## config.mk

```make
export PLATFORM = sky130hd
export DESIGN_NAME = ibus_frame_receiver_top_flat
export DESIGN_NICKNAME = d
export VERILOG_FILES = /design/src/sv/ibfr_pkg.sv /design/src/sv/ibfr_req_if.sv /design/src/sv/ibfr_rsp_if.sv /design/src/sv/ibfr_cell.sv /design/src/sv/ibfr_parse.sv /design/src/sv/ibus_frame_receiver_top.sv /design/src/flat_wrapper.sv
export SDC_FILE = /design/constraint.sdc
export NUM_CORES = 1
export LEC_CHECK = 0
export BUFFER_PORTS_ARGS = -buffer_cell sky130_fd_sc_hd__buf_2
export CAP_MARGIN = 20
export CORE_ASPECT_RATIO = 1.2
export CORE_MARGIN = 5
export CORE_UTILIZATION = 45
export CTS_CLUSTER_SIZE = 28
export DETAILED_ROUTE_END_ITERATION = 10
export GPL_TIMING_DRIVEN = 0
export PLACE_DENSITY = 0.61
export SYNTH_ARGS = -nofsm -noshare
export SYNTH_HDL_FRONTEND = slang
export SYNTH_HIERARCHICAL = 1
export SYNTH_SLANG_ARGS = --single-unit
```

## constraint.sdc

```tcl
create_clock -name clock -period 13.12 [get_ports clock]
set_clock_uncertainty 0.1 [all_clocks]
set_input_delay 1.312 -clock clock [delete_from_list [all_inputs] [get_ports clock]]
set_output_delay 1.312 -clock clock [all_outputs]
set_load 0.02 [all_outputs]
```

## src/sv/ibfr_pkg.sv

```systemverilog
// ibfr_pkg: shared types and constants for the ibus frame receiver
// no dependencies; used by the interfaces, the cell, the parser and the top level
package ibfr_pkg;

   localparam int BYTE_W   = 8;
   localparam int WORD_W   = 16;
   localparam int POS_W    = 5;
   localparam int CH_IDX_W = 4;

   localparam logic [BYTE_W-1:0] HDR_LO   = 8'h20;
   localparam logic [BYTE_W-1:0] HDR_HI   = 8'h40;
   localparam logic [WORD_W-1:0] HDR_WORD = 16'h4020;
   localparam logic [WORD_W-1:0] SUM_INIT = 16'hFFFF - HDR_WORD;

   // control handed to every cell of the channel row
   typedef struct packed {
      logic shift;   // a new channel word enters the capture row
      logic load;    // frame complete: capture row copied to output row
      logic pop;     // head result taken: output row moves one place
   } ibfr_cell_ctrl_type;

   // events from the byte parser
   typedef struct packed {
      logic word_valid;
      logic frame_done;
      logic frame_good;
      logic at_checksum;
   } ibfr_evt_type;

endpackage

```

## src/sv/ibfr_req_if.sv

```systemverilog
// ibfr_req_if: request channel carrying one received byte
// depends on ibfr_pkg
interface ibfr_req_if;
   logic                         valid;
   logic                         ready;
   logic [ibfr_pkg::BYTE_W-1:0]  rx_byte;

   modport source (output valid, output rx_byte, input ready);
   modport sink   (input valid, input rx_byte, output ready);
endinterface

```

## src/sv/ibfr_rsp_if.sv

```systemverilog
// ibfr_rsp_if: result channel carrying one decoded channel value
// depends on ibfr_pkg
interface ibfr_rsp_if;
   logic                           valid;
   logic                           ready;
   logic [ibfr_pkg::CH_IDX_W-1:0]  channel_index;
   logic [ibfr_pkg::WORD_W-1:0]    channel_value;
   logic                           frame_good;
   logic                           last_channel;

   modport source (output valid, output channel_index, output channel_value,
                   output frame_good, output last_channel, input ready);
   modport sink   (input valid, input channel_index, input channel_value,
                   input frame_good, input last_channel, output ready);
endinterface

```

## src/sv/ibfr_cell.sv

```systemverilog
// ibfr_cell: one cell of the channel row, a capture word and an output word
// depends on ibfr_pkg
module ibfr_cell (
   input  logic                        clock,
   input  ibfr_pkg::ibfr_cell_ctrl_type ctrl,
   input  logic [ibfr_pkg::WORD_W-1:0] cap_prev,
   input  logic [ibfr_pkg::WORD_W-1:0] out_upstream,
   output logic [ibfr_pkg::WORD_W-1:0] cap_word,
   output logic [ibfr_pkg::WORD_W-1:0] out_word
);
   import ibfr_pkg::*;

   logic [WORD_W-1:0] cap_ff, cap_in;
   logic [WORD_W-1:0] out_ff, out_in;

   always_comb begin
      cap_in = ctrl.shift ? cap_prev : cap_ff;
      if (ctrl.load) begin
         out_in = cap_ff;
      end else if (ctrl.pop) begin
         out_in = out_upstream;
      end else begin
         out_in = out_ff;
      end
   end

   always_ff @(posedge clock) begin
      cap_ff <= cap_in;
      out_ff <= out_in;
   end

   assign cap_word = cap_ff;
   assign out_word = out_ff;

endmodule

```

## src/sv/ibfr_parse.sv

```systemverilog
// ibfr_parse: header hunt, word assembly and checksum for the byte stream
// depends on ibfr_pkg
module ibfr_parse #(
   parameter int NUM_CHANNELS = 14
) (
   input  logic                        clock,
   input  logic                        reset,
   input  logic                        accept,
   input  logic [ibfr_pkg::BYTE_W-1:0] rx_byte,
   output logic [ibfr_pkg::WORD_W-1:0] word,
   output ibfr_pkg::ibfr_evt_type      evt
);
   import ibfr_pkg::*;

   typedef enum logic [1:0] {
      PH_HUNT,
      PH_GOT_LO,
      PH_PAYLOAD
   } phase_type;

   localparam logic [CH_IDX_W-1:0] CK_IDX = CH_IDX_W'(NUM_CHANNELS);

   phase_type         phase_ff;
   logic [POS_W-1:0]  pos_ff;
   logic [WORD_W-1:0] sum_ff;
   logic [BYTE_W-1:0] low_ff;
   logic              ck_pos;

   assign word   = {rx_byte, low_ff};
   // high byte of the word after the last channel is the checksum
   assign ck_pos = (phase_ff == PH_PAYLOAD) && pos_ff[0] && (pos_ff[POS_W-1:1] == CK_IDX);

   always_comb begin
      evt.word_valid  = accept && (phase_ff == PH_PAYLOAD) && pos_ff[0] && !ck_pos;
      evt.frame_done  = accept && ck_pos;
      evt.frame_good  = (sum_ff == word);
      evt.at_checksum = ck_pos;
   end

   always_ff @(posedge clock) begin
      if (reset) begin
         phase_ff <= PH_HUNT;
         pos_ff   <= '0;
         sum_ff   <= '0;
         low_ff   <= '0;
      end else if (accept) begin
         case (phase_ff)
            PH_GOT_LO: begin
               if (rx_byte == HDR_HI) begin
                  phase_ff <= PH_PAYLOAD;
                  pos_ff   <= '0;
                  sum_ff   <= SUM_INIT;
               end else if (rx_byte != HDR_LO) begin
                  phase_ff <= PH_HUNT;
               end
            end
            PH_PAYLOAD: begin
               if (!pos_ff[0]) begin
                  low_ff <= rx_byte;
                  pos_ff <= pos_ff + POS_W'(1);
               end else if (!ck_pos) begin
                  sum_ff <= sum_ff - word;
                  pos_ff <= pos_ff + POS_W'(1);
               end else begin
                  phase_ff <= PH_HUNT;
                  pos_ff   <= '0;
                  sum_ff   <= '0;
                  low_ff   <= '0;
               end
            end
            default: begin
               phase_ff <= (rx_byte == HDR_LO) ? PH_GOT_LO : PH_HUNT;
            end
         endcase
      end
   end

endmodule

```

## src/sv/ibus_frame_receiver_top.sv

```systemverilog
// ibus_frame_receiver_top: ibus frame decoder built on a row of channel cells
// depends on ibfr_pkg, ibfr_req_if, ibfr_rsp_if, ibfr_parse, ibfr_cell
//
// Usage:
//   req_chan carries one received byte per request. The block hunts for the
//   header 0x20 0x40, then takes NUM_CHANNELS little-endian channel words and
//   a checksum word. Each channel word shifts into a row of cells as it
//   completes; the checksum byte copies the row into the output side of the
//   cells, which then drains one result per cycle on rsp_chan when it is ready,
//   channel 0 first, frame_good on every result and last_channel on the final
//   one. Throughput: one byte per cycle while req_chan.ready is high. The
//   first result is valid the cycle after the checksum high byte is taken;
//   a frame drains while the next frame's bytes keep arriving.
//   req_chan.ready drops only when a checksum byte is due while the previous
//   frame's results are still waiting in the output row (rsp_chan stalled);
//   every other byte is taken at once.
//   Reset (synchronous) returns to header hunting and drops the results in the
//   output row; a frame in progress is dropped.
module ibus_frame_receiver_top #(
   parameter int NUM_CHANNELS = 14
) (
   input  logic       clock,
   input  logic       reset,
   ibfr_req_if.sink   req_chan,
   ibfr_rsp_if.source rsp_chan
);
   import ibfr_pkg::*;

   localparam logic [CH_IDX_W-1:0] LAST_IDX = CH_IDX_W'(NUM_CHANNELS - 1);

   logic               req_accept;
   logic               rsp_pop;
   logic [WORD_W-1:0]  new_word;
   ibfr_evt_type       evt;
   ibfr_cell_ctrl_type cell_ctrl;

   logic [WORD_W-1:0]   cap_word [NUM_CHANNELS];
   logic [WORD_W-1:0]   out_word [NUM_CHANNELS];

   logic                busy_ff;
   logic                good_ff;
   logic [CH_IDX_W-1:0] idx_ff;

   assign req_chan.ready = !(evt.at_checksum && busy_ff);
   assign req_accept     = req_chan.valid && req_chan.ready;
   assign rsp_pop        = busy_ff && rsp_chan.ready;

   ibfr_parse #(
      .NUM_CHANNELS(NUM_CHANNELS)
   ) u_parse (
      .clock   (clock),
      .reset   (reset),
      .accept  (req_accept),
      .rx_byte (req_chan.rx_byte),
      .word    (new_word),
      .evt     (evt)
   );

   always_comb begin
      cell_ctrl.shift = evt.word_valid;
      cell_ctrl.load  = evt.frame_done;
      cell_ctrl.pop   = rsp_pop;
   end

   // capture row fills from the tail so channel 0 ends in cell 0, the output head
   for (genvar i = 0; i < NUM_CHANNELS; i++) begin : g_cell
      logic [WORD_W-1:0] cap_src;
      logic [WORD_W-1:0] out_src;

      if (i == NUM_CHANNELS - 1) begin : g_tail
         assign cap_src = new_word;
         assign out_src = '0;
      end else begin : g_body
         assign cap_src = cap_word[i+1];
         assign out_src = out_word[i+1];
      end

      ibfr_cell u_cell (
         .clock        (clock),
         .ctrl         (cell_ctrl),
         .cap_prev     (cap_src),
         .out_upstream (out_src),
         .cap_word     (cap_word[i]),
         .out_word     (out_word[i])
      );
   end

   always_ff @(posedge clock) begin
      if (reset) begin
         busy_ff <= 1'b0;
         idx_ff  <= '0;
         good_ff <= 1'b0;
      end else if (evt.frame_done) begin
         busy_ff <= 1'b1;
         idx_ff  <= '0;
         good_ff <= evt.frame_good;
      end else if (rsp_pop) begin
         idx_ff <= idx_ff + CH_IDX_W'(1);
         if (idx_ff == LAST_IDX) begin
            busy_ff <= 1'b0;
         end
      end
   end

   assign rsp_chan.valid         = busy_ff;
   assign rsp_chan.channel_index = idx_ff;
   assign rsp_chan.channel_value = out_word[0];
   assign rsp_chan.frame_good    = good_ff;
   assign rsp_chan.last_channel  = (idx_ff == LAST_IDX);

endmodule
```

## src/flat_wrapper.sv

```systemverilog
// flat-port wrapper written by rule: the top's interface ports become plain ports
module ibus_frame_receiver_top_flat import ibfr_pkg::*;
#(
   parameter int NUM_CHANNELS = 14
)
  (clock, reset, req_chan_valid, req_chan_rx_byte, req_chan_ready, rsp_chan_valid, rsp_chan_channel_index, rsp_chan_channel_value, rsp_chan_frame_good, rsp_chan_last_channel, rsp_chan_ready);
  ibfr_req_if req_chan_i ();
  ibfr_rsp_if rsp_chan_i ();
  input  logic clock;
  input  logic reset;
  input wire logic [$bits(req_chan_i.valid)-1:0] req_chan_valid;
  input wire logic [$bits(req_chan_i.rx_byte)-1:0] req_chan_rx_byte;
  output wire logic [$bits(req_chan_i.ready)-1:0] req_chan_ready;
  output wire logic [$bits(rsp_chan_i.valid)-1:0] rsp_chan_valid;
  output wire logic [$bits(rsp_chan_i.channel_index)-1:0] rsp_chan_channel_index;
  output wire logic [$bits(rsp_chan_i.channel_value)-1:0] rsp_chan_channel_value;
  output wire logic [$bits(rsp_chan_i.frame_good)-1:0] rsp_chan_frame_good;
  output wire logic [$bits(rsp_chan_i.last_channel)-1:0] rsp_chan_last_channel;
  input wire logic [$bits(rsp_chan_i.ready)-1:0] rsp_chan_ready;
  assign req_chan_i.valid = req_chan_valid;
  assign req_chan_i.rx_byte = req_chan_rx_byte;
  assign req_chan_ready = req_chan_i.ready;
  assign rsp_chan_valid = rsp_chan_i.valid;
  assign rsp_chan_channel_index = rsp_chan_i.channel_index;
  assign rsp_chan_channel_value = rsp_chan_i.channel_value;
  assign rsp_chan_frame_good = rsp_chan_i.frame_good;
  assign rsp_chan_last_channel = rsp_chan_i.last_channel;
  assign rsp_chan_i.ready = rsp_chan_ready;
  ibus_frame_receiver_top #(.NUM_CHANNELS(NUM_CHANNELS)) u_core (.clock(clock), .reset(reset), .req_chan(req_chan_i), .rsp_chan(rsp_chan_i));
endmodule
```

==> results.py <==
metrics = {
    "power_and_ir_drop": {
        "p_int_mw": 2.39,
        "power_leakage_nw": 7.68,
        "power.density_nw_per_um2": 132,
        "clockPowerShare_pct": 42.3,
        "power_switching_mw": 0.533,
        "switching_share_pct": 18.2,
        "max-vdd-ir-drop_v": 0.0000915,
        "p_seq_share_pct": 56.9,
        "combPwrFrac_pct": 0.8,
    },
    "logic_synthesis": {
        "synth_top_area_share_pct": 69.0,
        "yosys.area.top_type": "edfxtp_1",
        "synthDistinctLibCells": 67,
        "ys_ff_latch": 485,
        "syn_avg_cell_area_um2": 19.0,
        "synth_flop_cell": "edfxtp_1",
        "syn_area_um2": 19500,
        "yosys-top-cells-area": "edfxtp_1, mux2_4, mux2_2",
        "synth_warnings": 6,
        "seq_area_frac_synth_pct": 72.8,
        "synth_edf_count": 448,
        "syn-instance-count": 1025,
        "async_flop_share_pct": 0,
    },
    "grt": {
        "grt_pass1_wl_mm": 44.5,
        "grt_antenna_before_repair": 0,
        "grt_max_degree": 33,
        "grt_use_total_pct": 11.5,
        "grt_pass1_vias": 9269,
        "overflow": 0,
    },
    "critical_path": {
        "startpoint_type": "flip-flop",
        "path_cells": "inv_1 > ha_1 > buf_2 > nand3_1 > clkinv_1 > buf_4 > nand2_1 > and2_1 > and2_1 > buf_16 > buf_6 > buf_12 > or2_1",
        "crit_required_ps": 13180,
        "critPathMaxFanout": 16,
        "crit_path_max_incr_delay_ps": 620,
        "path_common_cell": "and2_1",
        "crit_type": "reg -> reg",
        "arrival_ps": 4240,
        "crit_buf_inv": 7,
        "crit_slowest_cell": "or2_1",
        "critPathTopFamily": "simple AND/OR/NAND/NOR gates",
        "cp-end-kind": "flip-flop",
    },
    "routing": {
        "drtIter0Drc": 227,
        "drc": 0,
        "vias": 8552,
        "drt_first_pass_iters": 4,
        "wl_per_cell_um": 15.5,
        "vias_per_cell": 4.97,
        "postRouteAntennaNets": 0,
        "finalWirelength_mm": 26.7,
    },
    "clock_network": {
        "postCtsResizedCells": 0,
        "cts_buffers": 47,
        "cts_root_buf": "clkbuf_16",
        "clk_latency_ps": 540,
        "cts-hold-fix-buffers": 0,
        "cts_setup_buffers": 0,
        "cts-htree-levels": 2,
        "cts_tree": "yes",
        "cts.sinks": 485,
        "cts_buffer_depth": 3,
        "clkTransAtPathRegs_ps": 60,
    },
    "outcome": {
        "status": "completed",
    },
    "finish": {
        "layout-area-overhead-vs-synth_pct": 13.2,
        "drive_above_1_share_pct": 33.0,
        "multi_input_area_um2": 4710,
        "final_cell_mix": "edfxtp_1, mux2_4, mux2_2",
        "final_area_um2": 22100,
        "fin_nets": 1167,
        "regArea_um2": 14200,
        "final_common_cell": "edfxtp_1",
        "antennaDiodeCount": 0,
        "n_fill_cell": 3426,
    },
    "placed_design": {
        "place_area_um2": 20700,
        "hpwl_mm": 18.4,
        "place.port_buffers": 35,
        "gp_congestion": 0.869,
    },
    "hold_path": {
        "hold_class": "reg -> reg",
    },
    "sta": {
        "finalHoldViolCount": 0,
        "tightest_slew_ps": 775,
        "fmax_ghz": 0.239,
        "rsz0062_at_grt": "false",
        "min_period_ps": 4180,
        "relSlewSlack_pct": 48.4,
        "setup_viol": 0,
        "tns_ps": 0,
        "slew_viol_final": 0,
        "finalCritPeriodShare_pct": 31.9,
    },
    "floorplan": {
        "start_util_pct": 45.5,
        "core_um2": 42900,
        "die_area_um2": 47600,
        "fp.dieW_um": 200,
        "die_y_um": 238,
        "ioPinCount": 36,
        "std_cell_rows": 83,
    },
    "flow_run": {
        "maxCapViolCount": 0,
    },
}
registers in the layout, indices dropped and copies added (netlist names):
signal and count:
u_core/g_cell.u_cell/out_word 224, u_core/rsp_chan.valid 1, u_core/rsp_chan.channel_index 4, u_core/u_parse/sum_ff 16
u_core/rsp_chan.frame_good 1, u_core/g_cell.u_cell/cap_word 224, u_core/u_parse/pos_ff 5, u_core/u_parse/low_ff 8
u_core/u_parse/phase_ff 2
per-stage QoR:
step           utilization, %  worst slack (ps)  power, mW  instances  hold slack, ps
2_1_floorplan               -              1120       1.71       1040             320
3_3_place_gp             47.6             -4750       1.72       1627             323
3_5_place_dp             48.2              8900       1.72       1637             327
4_1_cts                  51.5              8870       2.97       1719             333
5_1_grt                  51.5              8640       3.04       1719             347
6_report                 51.5              8940       2.92       1719             330
kinds of logic (layout without fill, tap and decap cells):
| family | Yosys count | after routing | synth area share [%] |
|---|---|---|---|
| simple gates | 116 | 116 | 3.15 |
| mux | 227 | 227 | 15.5 |
| xor+xnor | 15 | 15 | 0.674 |
| fa+ha+maj | 21 | 21 | 1.39 |
| buf+inv | 72 | 199 | 3.43 |
| flops | 485 | 485 | 72.8 |
| compound gates | 88 | 88 | 3.07 |
| other cells | 1 | 16 | 0.0192 |
cell type report:
cell class	instances	area share (%)
Tap cell	552	3.13
Multi-Input combinational cell	483	21.3
Inverter	27	0.459
Buffer	45	2.57
Clock buffer	67	5.99
Clock inverter	15	0.431
Timing Repair Buffer	45	1.84
Sequential cell	485	64.3
per-layer routing:
| layer | vias up | track usage, % | share of wire [%] |
|---|---|---|---|
| li1 | 4146 | - | - |
| met1 | 4200 | 10.8 | 34 |
| met2 | 134 | 23.3 | 59 |
| met3 | 72 | 2.37 | 3.6 |
| met4 | 0 | 4.67 | 3.6 |
| met5 | - | 0 | 0 |
cells in the mapped netlist, drive strengths merged (3+ instances only):
cell type	number
a22oi	8
a211oi	3
nand2b	7
a31oi	5
nand2	18
xor2	9
a21o	6
dfxtp	37
a21boi	4
xnor2	6
o31ai	4
a21oi	24
and2b	4
nor2	39
nor3	7
buf	41
ha	20
o21a	3
o21ai	16
inv	26
clkbuf	3
mux2i	3
edfxtp	448
or2	14
nand4	8
nand3	9
mux2	224
power groups by stage:
stage	Clock (mW)	Combinational (mW)	Sequential, mW
2_1_floorplan	0	0.0154	1.70
3_3_place_gp	0	0.0229	1.70
3_5_place_dp	0	0.0235	1.70
4_1_cts	1.28	0.0236	1.66
5_1_grt	1.35	0.0256	1.66
6_report	1.24	0.0235	1.66
worst paths after layout:
kind / start / endpoint / slack, ps / cells past startpoint
worst max-delay path: u_core/u_parse/phase_ff[0] / u_core/g_cell[8].u_cell/out_word[14] / 8940 / 13
worst min-delay path: u_core/g_cell[7].u_cell/cap_word[0] / u_core/g_cell[6].u_cell/cap_word[0] / 330 / 0
worst max register to register: u_core/u_parse/phase_ff[0] / u_core/g_cell[8].u_cell/out_word[14] / 8940 / 13
worst min register to register: u_core/g_cell[7].u_cell/cap_word[0] / u_core/g_cell[6].u_cell/cap_word[0] / 330 / 0
Power figures use the tool's default switching activity.
